[src/rtl/pst_pkg.sv]
// shared types and constants of the plunge stage metric tracker
// no dependencies
package pst_pkg;

    localparam int FractionBitsDefault = 16;
    localparam int MulSteps = 33;
    localparam int DivSteps = 66;
    localparam int CntW = $clog2(DivSteps);
    localparam int AddrW = 5;

    localparam logic [2:0] RegUpper = 3'd0;
    localparam logic [2:0] RegLower = 3'd1;
    localparam logic [2:0] RegDepth = 3'd2;
    localparam logic [2:0] RegDist  = 3'd3;
    localparam logic [2:0] RegPlunge = 3'd4;
    localparam logic [2:0] RegForge = 3'd5;

    localparam logic OpSample = 1'b0;
    localparam logic OpFinish = 1'b1;

    typedef struct packed {
        logic signed [31:0] upper_threshold;
        logic signed [31:0] lower_threshold;
        logic signed [31:0] depth_limit;
        logic [30:0]        plunge_distance;
        logic [3:0]         plunge_stage_number;
        logic [3:0]         forge_stage_number;
    } cfg_t;

    typedef struct packed {
        logic load;
        logic eval;
        logic cross_start;
        logic sel;
        logic mul_step;
        logic div_load;
        logic div_step;
        logic cross_write;
        logic prev_update;
        logic vel_start;
        logic emit;
    } cmd_t;

    typedef struct packed {
        logic is_finish;
        logic need_upper;
        logic need_lower;
        logic vel_needed;
        logic out_free;
    } status_t;

endpackage

[src/rtl/pst_stream_if.sv]
// valid/ready channels for samples and metric results
// depends on nothing
interface pst_sample_if;
    logic               valid;
    logic               ready;
    logic               operation;
    logic [3:0]         stage;
    logic signed [31:0] position;
    logic signed [31:0] load;
    logic signed [31:0] sample_time;
    modport source (output valid, operation, stage, position, load, sample_time, input ready);
    modport sink (input valid, operation, stage, position, load, sample_time, output ready);
endinterface

interface pst_result_if;
    logic               valid;
    logic               ready;
    logic [30:0]        descent_rate;
    logic               velocity_valid;
    logic signed [31:0] min_position;
    logic               min_position_valid;
    logic signed [31:0] max_force;
    logic               max_force_valid;
    modport source (output valid, descent_rate, velocity_valid, min_position,
                    min_position_valid, max_force, max_force_valid, input ready);
    modport sink (input valid, descent_rate, velocity_valid, min_position,
                  min_position_valid, max_force, max_force_valid, output ready);
endinterface

[src/rtl/pst_ctrl.sv]
// sequencer of the tracker: evaluation, interpolation and velocity division
// depends on pst_pkg
module pst_ctrl
    import pst_pkg::*;
(
    input  logic    clk,
    input  logic    rst_n,
    input  logic    in_valid,
    output logic    in_ready,
    input  status_t status,
    output cmd_t    cmd
);

    typedef enum logic [3:0] {
        S_IDLE, S_EVAL, S_CHOOSE, S_START, S_MUL, S_DLOAD, S_DIV,
        S_WRITE, S_PREV, S_FIN, S_VDIV, S_EMIT
    } state_t;

    state_t          state_reg, state_next;
    logic [CntW-1:0] cnt_reg, cnt_next;
    logic            sel_reg, sel_next;

    assign in_ready = (state_reg == S_IDLE);

    always_comb
    begin
        state_next = state_reg;
        cnt_next = cnt_reg;
        sel_next = sel_reg;
        cmd = '0;
        cmd.sel = sel_reg;
        case (state_reg)
            S_IDLE:
            begin
                if (in_valid)
                begin
                    cmd.load = 1'b1;
                    state_next = S_EVAL;
                end
            end
            S_EVAL:
            begin
                if (status.is_finish)
                    state_next = S_FIN;
                else
                begin
                    cmd.eval = 1'b1;
                    state_next = S_CHOOSE;
                end
            end
            S_CHOOSE:
            begin
                if (status.need_upper)
                begin
                    sel_next = 1'b0;
                    state_next = S_START;
                end
                else if (status.need_lower)
                begin
                    sel_next = 1'b1;
                    state_next = S_START;
                end
                else
                    state_next = S_PREV;
            end
            S_START:
            begin
                cmd.cross_start = 1'b1;
                cnt_next = '0;
                state_next = S_MUL;
            end
            S_MUL:
            begin
                cmd.mul_step = 1'b1;
                cnt_next = cnt_reg + 1'b1;
                if (cnt_reg == CntW'(MulSteps - 1))
                    state_next = S_DLOAD;
            end
            S_DLOAD:
            begin
                cmd.div_load = 1'b1;
                cnt_next = '0;
                state_next = S_DIV;
            end
            S_DIV:
            begin
                cmd.div_step = 1'b1;
                cnt_next = cnt_reg + 1'b1;
                if (cnt_reg == CntW'(DivSteps - 1))
                    state_next = S_WRITE;
            end
            S_WRITE:
            begin
                cmd.cross_write = 1'b1;
                if (!sel_reg && status.need_lower)
                begin
                    sel_next = 1'b1;
                    state_next = S_START;
                end
                else
                    state_next = S_PREV;
            end
            S_PREV:
            begin
                cmd.prev_update = 1'b1;
                state_next = S_IDLE;
            end
            S_FIN:
            begin
                cnt_next = '0;
                if (status.vel_needed)
                begin
                    cmd.vel_start = 1'b1;
                    state_next = S_VDIV;
                end
                else
                    state_next = S_EMIT;
            end
            S_VDIV:
            begin
                cmd.div_step = 1'b1;
                cnt_next = cnt_reg + 1'b1;
                if (cnt_reg == CntW'(DivSteps - 1))
                    state_next = S_EMIT;
            end
            S_EMIT:
            begin
                if (status.out_free)
                begin
                    cmd.emit = 1'b1;
                    state_next = S_IDLE;
                end
            end
            default: state_next = S_IDLE;
        endcase
    end

    always_ff @(posedge clk or negedge rst_n)
    begin
        if (!rst_n)
        begin
            state_reg <= S_IDLE;
            cnt_reg <= '0;
            sel_reg <= 1'b0;
        end
        else
        begin
            state_reg <= state_next;
            cnt_reg <= cnt_next;
            sel_reg <= sel_next;
        end
    end

endmodule

[src/rtl/pst_datapath.sv]
// tracking registers, shift-add multiplier, restoring divider, result register
// depends on pst_pkg
module pst_datapath
    import pst_pkg::*;
#(
    parameter int FRACTION_BITS = FractionBitsDefault
)
(
    input  logic               clk,
    input  logic               rst_n,
    input  cfg_t               cfg,
    input  logic               operation,
    input  logic [3:0]         stage,
    input  logic signed [31:0] position,
    input  logic signed [31:0] load,
    input  logic signed [31:0] sample_time,
    input  cmd_t               cmd,
    output status_t            status,
    output logic               out_valid,
    input  logic               out_ready,
    output logic [30:0]        descent_rate,
    output logic               velocity_valid,
    output logic signed [31:0] min_position,
    output logic               min_position_valid,
    output logic signed [31:0] max_force,
    output logic               max_force_valid
);

    // held item
    logic               op_reg;
    logic [3:0]         stage_reg;
    logic signed [31:0] pos_reg, load_reg, time_reg;

    // tracking state
    logic               prev_valid_reg;
    logic signed [31:0] prev_pos_reg, prev_time_reg;
    logic               ucf_reg, lcf_reg;
    logic signed [31:0] uct_reg, lct_reg;
    logic               uclf_reg, lclf_reg;
    logic [32:0]        ucld_reg, lcld_reg;
    logic signed [31:0] uclt_reg, lclt_reg;
    logic               pkf_reg, lpf_reg;
    logic signed [31:0] pk_reg, lp_reg;
    logic               need_u_reg, need_l_reg;

    // arithmetic unit
    logic [65:0] acc_reg, mcand_reg, dvd_reg;
    logic [32:0] mplier_reg, divisor_reg, rem_reg;
    logic        neg_reg, dt_zero_reg;

    logic        ov_reg;
    logic [30:0] vel_reg;
    logic        vv_reg, mpv_reg, mfv_reg;
    logic signed [31:0] mp_reg, mf_reg;

    function automatic logic [32:0] mag33(input logic signed [32:0] v);
        mag33 = v[32] ? 33'(-v) : 33'(v);
    endfunction

    logic plunge, forge, deep;
    logic cross_u, cross_l, direct_u, direct_l;
    logic [32:0] du, dl;
    logic signed [31:0] tu, tl, t_direct_u, t_direct_l;
    logic have_u, have_l;
    logic signed [31:0] tgt;
    logic signed [32:0] num, den, dt, tdiff;
    logic [33:0] rem_s;
    logic        rem_ge;
    logic signed [31:0] interp;

    assign plunge = (stage_reg == cfg.plunge_stage_number);
    assign forge = (stage_reg == cfg.forge_stage_number);
    assign deep = (pos_reg < cfg.depth_limit);

    always_comb
    begin
        cross_u = prev_valid_reg && !ucf_reg && plunge &&
                  ((prev_pos_reg == cfg.upper_threshold) || (pos_reg == cfg.upper_threshold) ||
                   ((prev_pos_reg < cfg.upper_threshold) && (pos_reg > cfg.upper_threshold)) ||
                   ((prev_pos_reg > cfg.upper_threshold) && (pos_reg < cfg.upper_threshold)));
        cross_l = prev_valid_reg && !lcf_reg && plunge &&
                  ((prev_pos_reg == cfg.lower_threshold) || (pos_reg == cfg.lower_threshold) ||
                   ((prev_pos_reg < cfg.lower_threshold) && (pos_reg > cfg.lower_threshold)) ||
                   ((prev_pos_reg > cfg.lower_threshold) && (pos_reg < cfg.lower_threshold)));
        direct_u = (prev_pos_reg == cfg.upper_threshold) || (pos_reg == cfg.upper_threshold);
        direct_l = (prev_pos_reg == cfg.lower_threshold) || (pos_reg == cfg.lower_threshold);
        t_direct_u = (prev_pos_reg == cfg.upper_threshold) ? prev_time_reg : time_reg;
        t_direct_l = (prev_pos_reg == cfg.lower_threshold) ? prev_time_reg : time_reg;
        du = mag33(33'(pos_reg) - 33'(cfg.upper_threshold));
        dl = mag33(33'(pos_reg) - 33'(cfg.lower_threshold));
    end

    assign have_u = ucf_reg || uclf_reg;
    assign have_l = lcf_reg || lclf_reg;
    assign tu = ucf_reg ? uct_reg : uclt_reg;
    assign tl = lcf_reg ? lct_reg : lclt_reg;
    assign tdiff = 33'(tl) - 33'(tu);

    assign tgt = cmd.sel ? cfg.lower_threshold : cfg.upper_threshold;
    assign num = 33'(tgt) - 33'(prev_pos_reg);
    assign den = 33'(pos_reg) - 33'(prev_pos_reg);
    assign dt = 33'(time_reg) - 33'(prev_time_reg);

    assign rem_s = {rem_reg, dvd_reg[65]};
    assign rem_ge = (rem_s >= {1'b0, divisor_reg});
    assign interp = (dt_zero_reg || (dvd_reg == '0)) ? prev_time_reg :
                    (neg_reg ? prev_time_reg - dvd_reg[31:0] : prev_time_reg + dvd_reg[31:0]);

    assign status.is_finish = (op_reg == OpFinish);
    assign status.need_upper = need_u_reg;
    assign status.need_lower = need_l_reg;
    assign status.vel_needed = have_u && have_l && (tu != tl);
    assign status.out_free = !ov_reg || out_ready;

    always_ff @(posedge clk)
    begin
        if (cmd.load)
        begin
            op_reg <= operation;
            stage_reg <= stage;
            pos_reg <= position;
            load_reg <= load;
            time_reg <= sample_time;
        end
        if (cmd.cross_start)
        begin
            acc_reg <= '0;
            mcand_reg <= 66'(mag33(num));
            mplier_reg <= mag33(dt);
            divisor_reg <= mag33(den);
            neg_reg <= num[32] ^ den[32] ^ dt[32];
            dt_zero_reg <= (dt == '0);
        end
        if (cmd.mul_step)
        begin
            if (mplier_reg[0])
                acc_reg <= acc_reg + mcand_reg;
            mcand_reg <= {mcand_reg[64:0], 1'b0};
            mplier_reg <= {1'b0, mplier_reg[32:1]};
        end
        if (cmd.div_load)
        begin
            dvd_reg <= acc_reg;
            rem_reg <= '0;
        end
        if (cmd.vel_start)
        begin
            dvd_reg <= 66'(cfg.plunge_distance) << FRACTION_BITS;
            divisor_reg <= mag33(tdiff);
            rem_reg <= '0;
        end
        if (cmd.div_step)
        begin
            rem_reg <= rem_ge ? 33'(rem_s - {1'b0, divisor_reg}) : rem_s[32:0];
            dvd_reg <= {dvd_reg[64:0], rem_ge};
        end
        if (cmd.emit)
        begin
            vel_reg <= status.vel_needed ?
                       ((dvd_reg[65:31] != '0) ? 31'h7FFF_FFFF : dvd_reg[30:0]) : '0;
            vv_reg <= status.vel_needed;
            mp_reg <= lpf_reg ? lp_reg : '0;
            mpv_reg <= lpf_reg;
            mf_reg <= pkf_reg ? pk_reg : '0;
            mfv_reg <= pkf_reg;
        end
    end

    always_ff @(posedge clk or negedge rst_n)
    begin
        if (!rst_n)
        begin
            prev_valid_reg <= 1'b0;
            prev_pos_reg <= '0;
            prev_time_reg <= '0;
            ucf_reg <= 1'b0;
            lcf_reg <= 1'b0;
            uct_reg <= '0;
            lct_reg <= '0;
            uclf_reg <= 1'b0;
            lclf_reg <= 1'b0;
            ucld_reg <= '0;
            lcld_reg <= '0;
            uclt_reg <= '0;
            lclt_reg <= '0;
            pkf_reg <= 1'b0;
            lpf_reg <= 1'b0;
            pk_reg <= '0;
            lp_reg <= '0;
            need_u_reg <= 1'b0;
            need_l_reg <= 1'b0;
            ov_reg <= 1'b0;
        end
        else
        begin
            if (cmd.emit)
                ov_reg <= 1'b1;
            else if (out_ready)
                ov_reg <= 1'b0;
            if (cmd.eval)
            begin
                if ((plunge || forge) && deep && (!pkf_reg || (load_reg > pk_reg)))
                begin
                    pkf_reg <= 1'b1;
                    pk_reg <= load_reg;
                end
                if (forge && deep && (!lpf_reg || (pos_reg < lp_reg)))
                begin
                    lpf_reg <= 1'b1;
                    lp_reg <= pos_reg;
                end
                need_u_reg <= cross_u && !direct_u;
                need_l_reg <= cross_l && !direct_l;
                if (cross_u)
                begin
                    ucf_reg <= 1'b1;
                    if (direct_u)
                        uct_reg <= t_direct_u;
                end
                if (cross_l)
                begin
                    lcf_reg <= 1'b1;
                    if (direct_l)
                        lct_reg <= t_direct_l;
                end
                if (plunge && (!uclf_reg || (du < ucld_reg)))
                begin
                    uclf_reg <= 1'b1;
                    ucld_reg <= du;
                    uclt_reg <= time_reg;
                end
                if (plunge && (!lclf_reg || (dl < lcld_reg)))
                begin
                    lclf_reg <= 1'b1;
                    lcld_reg <= dl;
                    lclt_reg <= time_reg;
                end
            end
            if (cmd.cross_write)
            begin
                if (cmd.sel)
                    lct_reg <= interp;
                else
                    uct_reg <= interp;
            end
            if (cmd.prev_update)
            begin
                prev_valid_reg <= plunge;
                if (plunge)
                begin
                    prev_pos_reg <= pos_reg;
                    prev_time_reg <= time_reg;
                end
            end
            if (cmd.emit)
            begin
                prev_valid_reg <= 1'b0;
                prev_pos_reg <= '0;
                prev_time_reg <= '0;
                ucf_reg <= 1'b0;
                lcf_reg <= 1'b0;
                uct_reg <= '0;
                lct_reg <= '0;
                uclf_reg <= 1'b0;
                lclf_reg <= 1'b0;
                ucld_reg <= '0;
                lcld_reg <= '0;
                uclt_reg <= '0;
                lclt_reg <= '0;
                pkf_reg <= 1'b0;
                lpf_reg <= 1'b0;
                pk_reg <= '0;
                lp_reg <= '0;
            end
        end
    end

    assign out_valid = ov_reg;
    assign descent_rate = vel_reg;
    assign velocity_valid = vv_reg;
    assign min_position = mp_reg;
    assign min_position_valid = mpv_reg;
    assign max_force = mf_reg;
    assign max_force_valid = mfv_reg;

endmodule

[src/rtl/plunge_stage_metric_tracker_unit.sv]
// top level of the plunge stage metric tracker: register port, sequencer, datapath
// depends on pst_pkg, pst_stream_if, pst_ctrl, pst_datapath
//
// channel      kind         carries
// sample_ch    valid/ready  operation, stage, position, load, sample_time
// result_ch    valid/ready  velocity, minimum position, peak load with flags
// apb          register     six configuration registers at 4*index
//
// a sample that needs interpolation of a threshold crossing runs it in the shared unit
// (33 multiply steps, 66 divide steps) for each such threshold
// a finish runs 66 divide steps in the shared unit when the velocity exists
// a finish waits in place while the previous result has not been taken
// reset clears all tracking state and loads the default registers
module plunge_stage_metric_tracker_unit
    import pst_pkg::*;
#(
    parameter int FRACTION_BITS = FractionBitsDefault
)
(
    input  logic             clk,
    input  logic             rst_n,
    input  logic             psel,
    input  logic             penable,
    input  logic             pwrite,
    input  logic [AddrW-1:0] paddr,
    input  logic [31:0]      pwdata,
    output logic [31:0]      prdata,
    output logic             pready,
    pst_sample_if.sink       sample_ch,
    pst_result_if.source     result_ch
);

    cfg_t    cfg_reg;
    cmd_t    cmd;
    status_t status;
    logic    wr;

    assign pready = 1'b1;
    assign wr = psel && penable && pwrite;

    always_ff @(posedge clk or negedge rst_n)
    begin
        if (!rst_n)
        begin
            cfg_reg.upper_threshold <= 32'(3) << FRACTION_BITS;
            cfg_reg.lower_threshold <= 32'(5) << (FRACTION_BITS - 1);
            cfg_reg.depth_limit <= 32'(3) << FRACTION_BITS;
            cfg_reg.plunge_distance <= 31'(1) << (FRACTION_BITS - 1);
            cfg_reg.plunge_stage_number <= 4'd2;
            cfg_reg.forge_stage_number <= 4'd3;
        end
        else if (wr)
        begin
            case (paddr[4:2])
                RegUpper:  cfg_reg.upper_threshold <= pwdata;
                RegLower:  cfg_reg.lower_threshold <= pwdata;
                RegDepth:  cfg_reg.depth_limit <= pwdata;
                RegDist:   cfg_reg.plunge_distance <= pwdata[30:0];
                RegPlunge: cfg_reg.plunge_stage_number <= pwdata[3:0];
                RegForge:  cfg_reg.forge_stage_number <= pwdata[3:0];
                default: ;
            endcase
        end
    end

    always_comb
    begin
        case (paddr[4:2])
            RegUpper:  prdata = cfg_reg.upper_threshold;
            RegLower:  prdata = cfg_reg.lower_threshold;
            RegDepth:  prdata = cfg_reg.depth_limit;
            RegDist:   prdata = {1'b0, cfg_reg.plunge_distance};
            RegPlunge: prdata = {28'd0, cfg_reg.plunge_stage_number};
            RegForge:  prdata = {28'd0, cfg_reg.forge_stage_number};
            default:   prdata = '0;
        endcase
    end

    pst_ctrl u_ctrl (
        .clk      (clk),
        .rst_n    (rst_n),
        .in_valid (sample_ch.valid),
        .in_ready (sample_ch.ready),
        .status   (status),
        .cmd      (cmd)
    );

    pst_datapath #(
        .FRACTION_BITS (FRACTION_BITS)
    ) u_datapath (
        .clk                (clk),
        .rst_n              (rst_n),
        .cfg                (cfg_reg),
        .operation          (sample_ch.operation),
        .stage              (sample_ch.stage),
        .position           (sample_ch.position),
        .load               (sample_ch.load),
        .sample_time        (sample_ch.sample_time),
        .cmd                (cmd),
        .status             (status),
        .out_valid          (result_ch.valid),
        .out_ready          (result_ch.ready),
        .descent_rate       (result_ch.descent_rate),
        .velocity_valid     (result_ch.velocity_valid),
        .min_position       (result_ch.min_position),
        .min_position_valid (result_ch.min_position_valid),
        .max_force          (result_ch.max_force),
        .max_force_valid    (result_ch.max_force_valid)
    );

endmodule

[src/flat_wrapper.sv]
// flat-port wrapper written by rule: the top's interface ports become plain ports
module plunge_stage_metric_tracker_unit_flat import pst_pkg::*;
#(
    parameter int FRACTION_BITS = FractionBitsDefault
)
  (clk, rst_n, psel, penable, pwrite, paddr, pwdata, prdata, pready, sample_ch_valid, sample_ch_operation, sample_ch_stage, sample_ch_position, sample_ch_load, sample_ch_sample_time, sample_ch_ready, result_ch_valid, result_ch_descent_rate, result_ch_velocity_valid, result_ch_min_position, result_ch_min_position_valid, result_ch_max_force, result_ch_max_force_valid, result_ch_ready);
  pst_sample_if sample_ch_i ();
  pst_result_if result_ch_i ();
  input  logic clk;
  input  logic rst_n;
  input  logic psel;
  input  logic penable;
  input  logic pwrite;
  input  logic [AddrW-1:0] paddr;
  input  logic [31:0] pwdata;
  output logic [31:0] prdata;
  output logic pready;
  input wire logic [$bits(sample_ch_i.valid)-1:0] sample_ch_valid;
  input wire logic [$bits(sample_ch_i.operation)-1:0] sample_ch_operation;
  input wire logic [$bits(sample_ch_i.stage)-1:0] sample_ch_stage;
  input wire logic [$bits(sample_ch_i.position)-1:0] sample_ch_position;
  input wire logic [$bits(sample_ch_i.load)-1:0] sample_ch_load;
  input wire logic [$bits(sample_ch_i.sample_time)-1:0] sample_ch_sample_time;
  output wire logic [$bits(sample_ch_i.ready)-1:0] sample_ch_ready;
  output wire logic [$bits(result_ch_i.valid)-1:0] result_ch_valid;
  output wire logic [$bits(result_ch_i.descent_rate)-1:0] result_ch_descent_rate;
  output wire logic [$bits(result_ch_i.velocity_valid)-1:0] result_ch_velocity_valid;
  output wire logic [$bits(result_ch_i.min_position)-1:0] result_ch_min_position;
  output wire logic [$bits(result_ch_i.min_position_valid)-1:0] result_ch_min_position_valid;
  output wire logic [$bits(result_ch_i.max_force)-1:0] result_ch_max_force;
  output wire logic [$bits(result_ch_i.max_force_valid)-1:0] result_ch_max_force_valid;
  input wire logic [$bits(result_ch_i.ready)-1:0] result_ch_ready;
  assign sample_ch_i.valid = sample_ch_valid;
  assign sample_ch_i.operation = sample_ch_operation;
  assign sample_ch_i.stage = sample_ch_stage;
  assign sample_ch_i.position = sample_ch_position;
  assign sample_ch_i.load = sample_ch_load;
  assign sample_ch_i.sample_time = sample_ch_sample_time;
  assign sample_ch_ready = sample_ch_i.ready;
  assign result_ch_valid = result_ch_i.valid;
  assign result_ch_descent_rate = result_ch_i.descent_rate;
  assign result_ch_velocity_valid = result_ch_i.velocity_valid;
  assign result_ch_min_position = result_ch_i.min_position;
  assign result_ch_min_position_valid = result_ch_i.min_position_valid;
  assign result_ch_max_force = result_ch_i.max_force;
  assign result_ch_max_force_valid = result_ch_i.max_force_valid;
  assign result_ch_i.ready = result_ch_ready;
  plunge_stage_metric_tracker_unit #(.FRACTION_BITS(FRACTION_BITS)) u_core (.clk(clk), .rst_n(rst_n), .psel(psel), .penable(penable), .pwrite(pwrite), .paddr(paddr), .pwdata(pwdata), .prdata(prdata), .pready(pready), .sample_ch(sample_ch_i), .result_ch(result_ch_i));
endmodule
[config.mk]
export PLATFORM = sky130hd
export DESIGN_NAME = plunge_stage_metric_tracker_unit_flat
export DESIGN_NICKNAME = d
export VERILOG_FILES = /design/src/rtl/pst_pkg.sv /design/src/rtl/pst_stream_if.sv /design/src/rtl/pst_ctrl.sv /design/src/rtl/pst_datapath.sv /design/src/rtl/plunge_stage_metric_tracker_unit.sv /design/src/flat_wrapper.sv
export SDC_FILE = /design/constraint.sdc
export NUM_CORES = 2
export LEC_CHECK = 0
export ABC_CLOCK_PERIOD_IN_PS = 15000
export BUFFER_PORTS_ARGS = -buffer_cell sky130_fd_sc_hd__buf_4
export CAP_MARGIN = 20
export CORE_UTILIZATION = 25
export CTS_CLUSTER_SIZE = 40
export DETAILED_ROUTE_END_ITERATION = 6
export MAX_ROUTING_LAYER = met4
export PLACE_DENSITY_LB_ADDON = 0.15
export SLEW_MARGIN = 20
export SYNTH_ARGS = -nofsm -noshare
export SYNTH_HDL_FRONTEND = slang
export SYNTH_SLANG_ARGS = --single-unit
[constraint.sdc]
create_clock -name clk -period 15 [get_ports clk]
set_clock_uncertainty 0.15 [all_clocks]
set_input_delay 1.5 -clock clk [delete_from_list [all_inputs] [get_ports clk]]
set_output_delay 1.5 -clock clk [all_outputs]
set_load 0.1 [all_outputs]
# Yosys cells after proc, flatten, opt, wreduce, memory -nomap -nowiden
# Index checks and enable logic that the tools add are counted.
# Widths: inputs -> output; s select.
classes:
  bitwise: 2
  addsub: 17
  eq_ne: 32
  n_reduce_logical: 86
  order_cmp: 14
  n_mux: 119
op_table:
  columns: ["operator", "count"]
  rows:
  - ["$mux 32", 39]
  - ["$mux 33", 18]
  - ["$mux 66", 8]
  - ["$neg 33->33", 6]
  - ["$sub 32x32->33", 6]
  - ["$lt 32x32->1", 6]
  - ["$pmux 32 s6", 1]
  - ["$gt 32x32->1", 5]
  - ["$eq 32x32->1", 4]
  - ["$add 66x66->66", 1]
  - ["$logic_not 66->1", 1]
  - ["$lt 33x33->1", 2]
  - ["$pmux 4 s11", 1]
  - ["$mux 1", 40]
  - ["$mux 4", 9]
  - ["$reduce_bool 35->1", 1]
  - ["$ge 34x33->1", 1]
  - ["$logic_not 33->1", 1]
  - ["$sub 33x33->33", 1]
  - ["$add 32x32->32", 1]
  - ["$ne 32x32->1", 1]
  - ["$sub 32x32->32", 1]
  - ["$mux 31", 1]
  - ["$reduce_bool 2->1", 14]
  - ["other kinds (28)", 101]
word_totals:
  register_bits: 977
  output_inout_bits: 133
  elab_cells: 320
  in_bits: 145

# Logic depth before layout (Yosys ltp)
logic_depth:
  depth_word: 10
  ltp_mapped: 29
  ltp_nobuf: 26

# Modules after synthesis
# From an unflattened synthesis, not the netlist that was laid out.
hier_totals:
  hier_cells: 7958
  area_unflattened_um2: 71472.3
modules_own_cells:
  columns: ["module", "seq_area_each_um2", "cells_each", "area_each_um2", "n_inst"]
  rows:
  - ["pst_datapath", 22581.7, 7456, 64187.8, 1]
  - ["plunge_stage_metric_tracker_unit", 3390.8, 387, 6293.5, 1]
  - ["pst_ctrl", 300.3, 115, 991.0, 1]

# Least setup slack after synthesis
# No wires, ideal clock.
synth_path:
  path_kind: "register -> register"
  start: "reg u_core.u_datapath.lcf_reg"
  end: "reg u_core.u_datapath.dvd_reg[0], enable pin"
  setup_time_ns: 0.591
  slack_ns: 6.876
  required_ns: 14.259
  arrival_time_ns: 7.383
  path_buffers: 3
  stages_incl_launch_ff: 12
  period_less_slack_ns: 8.124
  cell_sequence: "dfrtp_1 -> clkbuf_1 -> clkbuf_1 -> mux2_2 -> ha_1 -> buf_6 -> and4_1 -> and3_1 -> and3_1 -> a31oi_1 -> a21oi_1 -> o22ai_1"
synth_between:
  elab_chain_len: 6
  elab_cells_between_ends: 8
  cone_classes: "1 x eq/ne; 3 x mux; 4 x reduce/logical"
synth_lines:
  columns: ["item", "line_no", "rtl"]
  rows:
  - ["start: declaration", "pst_datapath.sv:37", "logic ucf_reg, lcf_reg;"]
  - ["start signal: assignment", "pst_datapath.sv:177", "lcf_reg <= 1'b0;"]
  - ["start signal: assignment", "pst_datapath.sv:222", "lcf_reg <= 1'b1;"]
  - ["start signal: assignment", "pst_datapath.sv:261", "lcf_reg <= 1'b0;"]
  - ["$mux 32 or $logic_or 1x1->1 (tied branches)", "pst_datapath.sv:96, pst_datapath.sv:94", null]
  - ["$ne 32x32->1 or $logic_and 1x1->1 (tied branches)", "pst_datapath.sv:112", "assign status.vel_needed = have_u && have_l && (tu != tl);"]
  - ["$logic_and 1x1->1 (*)", "pst_datapath.sv:112", null]
  - ["$mux 1 (*)", "pst_ctrl.sv:111", "if (status.vel_needed)"]
  - ["$mux 1 (*)", "pst_ctrl.sv:32", "case (state_reg)"]
  - ["$reduce_bool 3->1 (no line) (*)", null, null]
  - ["end signal: assignment", "pst_datapath.sv:143", "dvd_reg <= acc_reg;"]
  - ["end signal: assignment", "pst_datapath.sv:148", "dvd_reg <= 66'(cfg.plunge_distance) << FRACTION_BITS;"]
  - ["end signal: assignment", "pst_datapath.sv:155", "dvd_reg <= {dvd_reg[64:0], rem_ge};"]
  - ["end: declaration", "pst_datapath.sv:47", "logic [65:0] acc_reg, mcand_reg, dvd_reg;"]
# Every way passes the cells marked *; elsewhere a longest branch is shown, timed or not.
# A chain may end at the register's enable or synchronous reset.

# Worst setup path after layout
layout_path:
  start: "reg u_core.u_datapath.pos_reg[0]"
  end: "reg u_core.u_datapath.lclt_reg[5]"
layout_between:
  elab_chain_len: 8
layout_lines:
  columns: ["item", "line_no", "rtl"]
  rows:
  - ["start: declaration", "pst_datapath.sv:32", "logic signed [31:0] pos_reg, load_reg, time_reg;"]
  - ["start signal: assignment", "pst_datapath.sv:121", "pos_reg <= position;"]
  - ["$sub 32x32->33 (*)", "pst_datapath.sv:90", "dl = mag33(33'(pos_reg) - 33'(cfg.lower_threshold));"]
  - ["$neg 33->33", "pst_datapath.sv:57", "mag33 = v[32] ? 33'(-v) : 33'(v);"]
  - ["$mux 33 (*)", "pst_datapath.sv:57", null]
  - ["$lt 33x33->1 (*)", "pst_datapath.sv:232", "if (plunge && (!lclf_reg || (dl < lcld_reg)))"]
  - ["$logic_or 1x1->1 (*)", "pst_datapath.sv:232", null]
  - ["$logic_and 1x1->1 (*)", "pst_datapath.sv:232", null]
  - ["$reduce_bool 2->1 (no line) (*)", null, null]
  - ["$reduce_and 2->1 (no line) (*)", null, null]
  - ["end signal: assignment", "pst_datapath.sv:236", "lclt_reg <= time_reg;"]
  - ["end: declaration", "pst_datapath.sv:41", "logic signed [31:0] uclt_reg, lclt_reg;"]
# Marks and branches as above.

==> Flow_metrics.wiki <==
{| class="wikitable"
! Metric !! Value
|-
| Run status || finished, final reports clean
|-
| Max-cap violations || 0
|-
| Number of placed I/O pins || 278
|-
| Clock net sink count || 977
|-
| Post_cts resized || 0
|-
| Aggregate negative setup slack || 0 ns
|-
| R2R depth || 28
|-
| Final wirelength || 275 mm
|-
| Latest clock arrival within the worst-skew pair || 0.85 ns
|-
| Number of cells produced by synthesis || 7789
|-
| Critical register-to-register path endpoint || u_core.u_datapath.lclt_reg[5]
|-
| Area growth syn-to-layout || 15.7%
|-
| First-pass DRT Iterations || 6
|-
| Vias after detailed routing || 59600
|-
| Worst setup path startpoint || u_core.u_datapath.pos_reg[0]
|-
| Class of the most critical hold timing path || reg2reg
|-
| Standard cell core area || 275000 um^2
|-
| Number of flops mapped to enable cells by yosys || 430
|-
| Startpoint-to-endpoint class of the critical path || reg2reg
|-
| Hold Crit Start || u_core.u_datapath.acc_reg[65]
|-
| Global route total overflow || 0
|-
| Die Outline Area || 279000 um^2
|-
| Clock tree from TritonCTS || yes
|-
| DR vias/cell || 5.06
|-
| DP HPWL || 206 mm
|-
| Layout cell share with drive strength beyond 1 || 10.4%
|-
| Unrepaired setup endpoints after global routing || no
|-
| Worst max-slew margin expressed relative to the limit || 16.3%
|-
| Number of warning messages in the yosys log || 0
|-
| Number of max-slew violations in the final report || 0
|-
| Cell Rows || 192
|-
| Count of unique library cells instantiated by Yosys || 118
|-
| Post-synthesis net count || 8496
|-
| Power per cell area || 101 nW/um^2
|-
| Routability-driven placement congestion ratio || 0.920
|-
| Final cycle utilization of the critical path || 52.5%
|-
| Number of hold violations in the final report || 0
|-
| Overall power of the completed layout || 0.00811 W
|-
| Flop-to-flop setup slack || 7.13 ns
|-
| Crit path max-delay cell type || sky130_fd_sc_hd__nor4b_1
|-
| Largest register FFs || 135
|-
| Crit path capture type || register
|-
| Part of the Yosys area used for sequential elements || 37.9%
|-
| Maximum cell stage delay along the critical path || 0.71 ns
|-
| Post-layout net count || 8652
|-
| Largest fanout on the critical path || 36
|-
| Detail-routed net length per standard cell || 23.4 um
|-
| Finished Cell Area || 80200 um^2
|-
| Nature of the critical path startpoint || register
|-
| Worst EP required || 15.53 ns
|-
| Mapped Area || 69300 um^2
|-
| Violation count after the first detailed-routing iteration || 4578
|-
| Clock-pin slew reported for the worst setup and hold paths after clock tree synthesis || 0.07 ns
|-
| Root Buffer || sky130_fd_sc_hd__clkbuf_16
|-
| Pre-CTS worst setup slack || 7.11 ns
|-
| Number of buffers inserted to repair setup after CTS || 0
|-
| Height of the die || 528 um
|-
| Count of cells along the worst hold path || 1
|-
| DRC violation count after routing || 0
|-
| Max IR drop VDD || 0.0719 mV
|-
| Overall routing resource usage || 19.8%
|-
| Maximum number of pins on one net before global-route repair || 141
|-
| Transition time at the pin with the least slew margin || 1.24 ns
|-
| Overall die width || 528 um
|-
| Crit path arrival time || 8.40 ns
|-
| Commonest register cell after synthesis || sky130_fd_sc_hd__dfrtp_1
|-
| Final antenna-violating net count || 0
|-
| Static power due to leakage || 34.2 nW
|-
| Vias in the first global route || 58000
|-
| Async S/R FF share, synth || 49.0%
|-
| Mean Syn Cell Area || 8.89 um^2
|-
| Core occupancy in the finished layout || 29.2%
|-
| Initial antenna violation count || 25
|-
| CP Capture Point || u_core.u_datapath.lclt_reg[5]
|-
| TritonCTS buffer count || 139
|-
| Startpoint of the most critical register-to-register path || u_core.u_datapath.pos_reg[0]
|-
| Synthesized flop and latch total || 977
|-
| # H-tree levels || 4
|-
| Port bufs || 274
|-
| Initial core utilization || 25.2%
|-
| Timing-limited maximum frequency || 127 MHz
|-
| Post-detailed-placement cell area || 75600 um^2
|-
| Final count of negative-setup-slack endpoints || 0
|-
| Final period demand of the worst path || 7.87 ns
|-
| Deepest clock path buffer count || 4
|-
| Wire length of the first global-routing pass || 402 mm
|-
| Worst path setup slack after routing || 7.13 ns
|-
| Total of hold buffers inserted after clock tree synthesis || 0
|}
-- cells by family (layout without fill, tap and decap cells) --
family / after synthesis / in the layout / share of synthesized area (%)
muxes: 274 / 274 / 4.17
and+or+nand+nor: 2451 / 2451 / 16.6
buffers and inverters: 822 / 1087 / 4.53
xor gates and xnor gates: 472 / 472 / 5.97
other: 1 / 21 / 0.00541
AOI/OAI and AO/OA: 2230 / 2230 / 20.5
DFF: 977 / 977 / 37.9
adders and majority gates: 562 / 562 / 10.2
-- cells in the mapped netlist, types with 21 or more instances --
cell type,count,share of area (%)
sky130_fd_sc_hd__edfxtp_1,430,19
sky130_fd_sc_hd__o211ai_1,50,0.54
sky130_fd_sc_hd__a211o_1,21,0.27
sky130_fd_sc_hd__a21oi_1,565,4.1
sky130_fd_sc_hd__o21bai_1,34,0.37
sky130_fd_sc_hd__nand3_1,204,1.5
sky130_fd_sc_hd__clkbuf_1,315,1.7
sky130_fd_sc_hd__mux2i_1,164,2.4
sky130_fd_sc_hd__inv_1,459,2.5
sky130_fd_sc_hd__o31ai_1,44,0.48
sky130_fd_sc_hd__or3_1,33,0.30
sky130_fd_sc_hd__o21ai_0,600,4.3
sky130_fd_sc_hd__a31oi_1,83,0.75
sky130_fd_sc_hd__a21o_1,235,2.5
sky130_fd_sc_hd__xnor2_1,302,3.8
sky130_fd_sc_hd__nand4_1,91,0.82
sky130_fd_sc_hd__dfrtp_1,469,17
sky130_fd_sc_hd__a22o_1,32,0.40
sky130_fd_sc_hd__a21boi_0,26,0.28
sky130_fd_sc_hd__nor4_1,41,0.37
sky130_fd_sc_hd__mux2_2,109,1.8
sky130_fd_sc_hd__nor2b_1,79,0.71
sky130_fd_sc_hd__nand2b_1,63,0.57
sky130_fd_sc_hd__ha_1,553,10
sky130_fd_sc_hd__or2_2,32,0.29
sky130_fd_sc_hd__o21a_1,93,1.0
sky130_fd_sc_hd__and3_1,97,0.88
sky130_fd_sc_hd__nor2_1,645,3.5
sky130_fd_sc_hd__nor3_1,156,1.1
sky130_fd_sc_hd__a211oi_1,114,1.2
sky130_fd_sc_hd__buf_1,35,0.19
sky130_fd_sc_hd__a22oi_1,87,0.94
sky130_fd_sc_hd__nand2_1,821,4.4
sky130_fd_sc_hd__and2_1,86,0.78
sky130_fd_sc_hd__dfxtp_1,68,2.0
sky130_fd_sc_hd__xor2_1,170,2.1
sky130_fd_sc_hd__o2111ai_1,40,0.51
-- where the power goes --
part / leakage (nW) / switching [W] / internal (W)
combinational: 22.6 / 0.00119 / 0.000632
clock: 2.19 / 0.00138 / 0.00197
sequential: 9.38 / 0.0000737 / 0.00287
-- layout make-up --
class	instances	area (um^2)
Antenna cell	20	50.0
Clock buffer	190	3920
Clock inverter	60	581
Fill cell	29200	194000
Inverter	460	1730
Multi-Input combinational cell	5990	40100
Sequential cell	977	26300
Tap cell	3686	4610
Timing Repair Buffer	377	2870
-- stage by stage --
| step | std cells | hold slack [ns] |
|---|---|---|
| after floorplan | 7789 | 0.283 |
| after global placement | 11500 | 0.306 |
| after detailed placement | 11500 | 0.307 |
| after CTS | 11700 | 0.323 |
| after global routing | 11800 | 0.345 |
| final | 11800 | 0.320 |
-- cell usage in the layout, fill, tap and decap left out, types with 36 or more instances in the layout --
master,instances
sky130_fd_sc_hd__nand2_1,817
sky130_fd_sc_hd__nor2_1,640
sky130_fd_sc_hd__o21ai_0,599
sky130_fd_sc_hd__a21oi_1,564
sky130_fd_sc_hd__ha_1,553
sky130_fd_sc_hd__dfrtp_1,467
sky130_fd_sc_hd__inv_1,458
sky130_fd_sc_hd__edfxtp_1,430
sky130_fd_sc_hd__buf_4,374
sky130_fd_sc_hd__xnor2_1,302
sky130_fd_sc_hd__a21o_1,235
sky130_fd_sc_hd__nand3_1,202
sky130_fd_sc_hd__xor2_1,170
sky130_fd_sc_hd__mux2i_1,164
sky130_fd_sc_hd__nor3_1,148
sky130_fd_sc_hd__clkbuf_16,146
sky130_fd_sc_hd__a211oi_1,112
sky130_fd_sc_hd__mux2_2,109
sky130_fd_sc_hd__and3_1,95
sky130_fd_sc_hd__o21a_1,93
sky130_fd_sc_hd__nand4_1,91
sky130_fd_sc_hd__a22oi_1,87
sky130_fd_sc_hd__and2_1,83
sky130_fd_sc_hd__a31oi_1,81
sky130_fd_sc_hd__nor2b_1,78
sky130_fd_sc_hd__dfxtp_1,68
sky130_fd_sc_hd__nand2b_1,63
sky130_fd_sc_hd__o211ai_1,50
sky130_fd_sc_hd__o31ai_1,44
sky130_fd_sc_hd__o2111ai_1,40
sky130_fd_sc_hd__nor4_1,36
-- critical path, delay by kind of cell, from the launching register on --
kind	cells	cell delay [ns]
AND/OR/NAND/NOR	12	2.57
buffers and inverters	4	1.36
flip-flops	1	0.32
multiplexers	1	0.26
adder cells (fa/ha/maj)	3	1.15
AO/OA/AOI/OAI	6	1.26
XOR/XNOR	2	0.49
-- worst min path at each step --
stage	endpoint	slack [ns]
5_1_grt	u_core.u_datapath.uclt_reg[27]	0.34
3_5_place_dp	u_core.u_datapath.acc_reg[65]	0.31
6_report	u_core.u_datapath.acc_reg[65]	0.32
4_1_cts	u_core.u_datapath.acc_reg[65]	0.32
2_1_floorplan	u_core.u_datapath.acc_reg[65]	0.28
3_3_place_gp	u_core.u_datapath.acc_reg[65]	0.31
-- metal layers --
layer / up-vias / wire (um) / GRT usage (%)
li1: 28500 / - / -
met1: 29200 / 126000 / 25.7
met2: 1450 / 127000 / 31.6
met3: 366 / 13200 / 2.57
met4: 0 / 9240 / 6.43
met5: - / 0 / -
No activity file was read; power rests on OpenSTA's default activity.
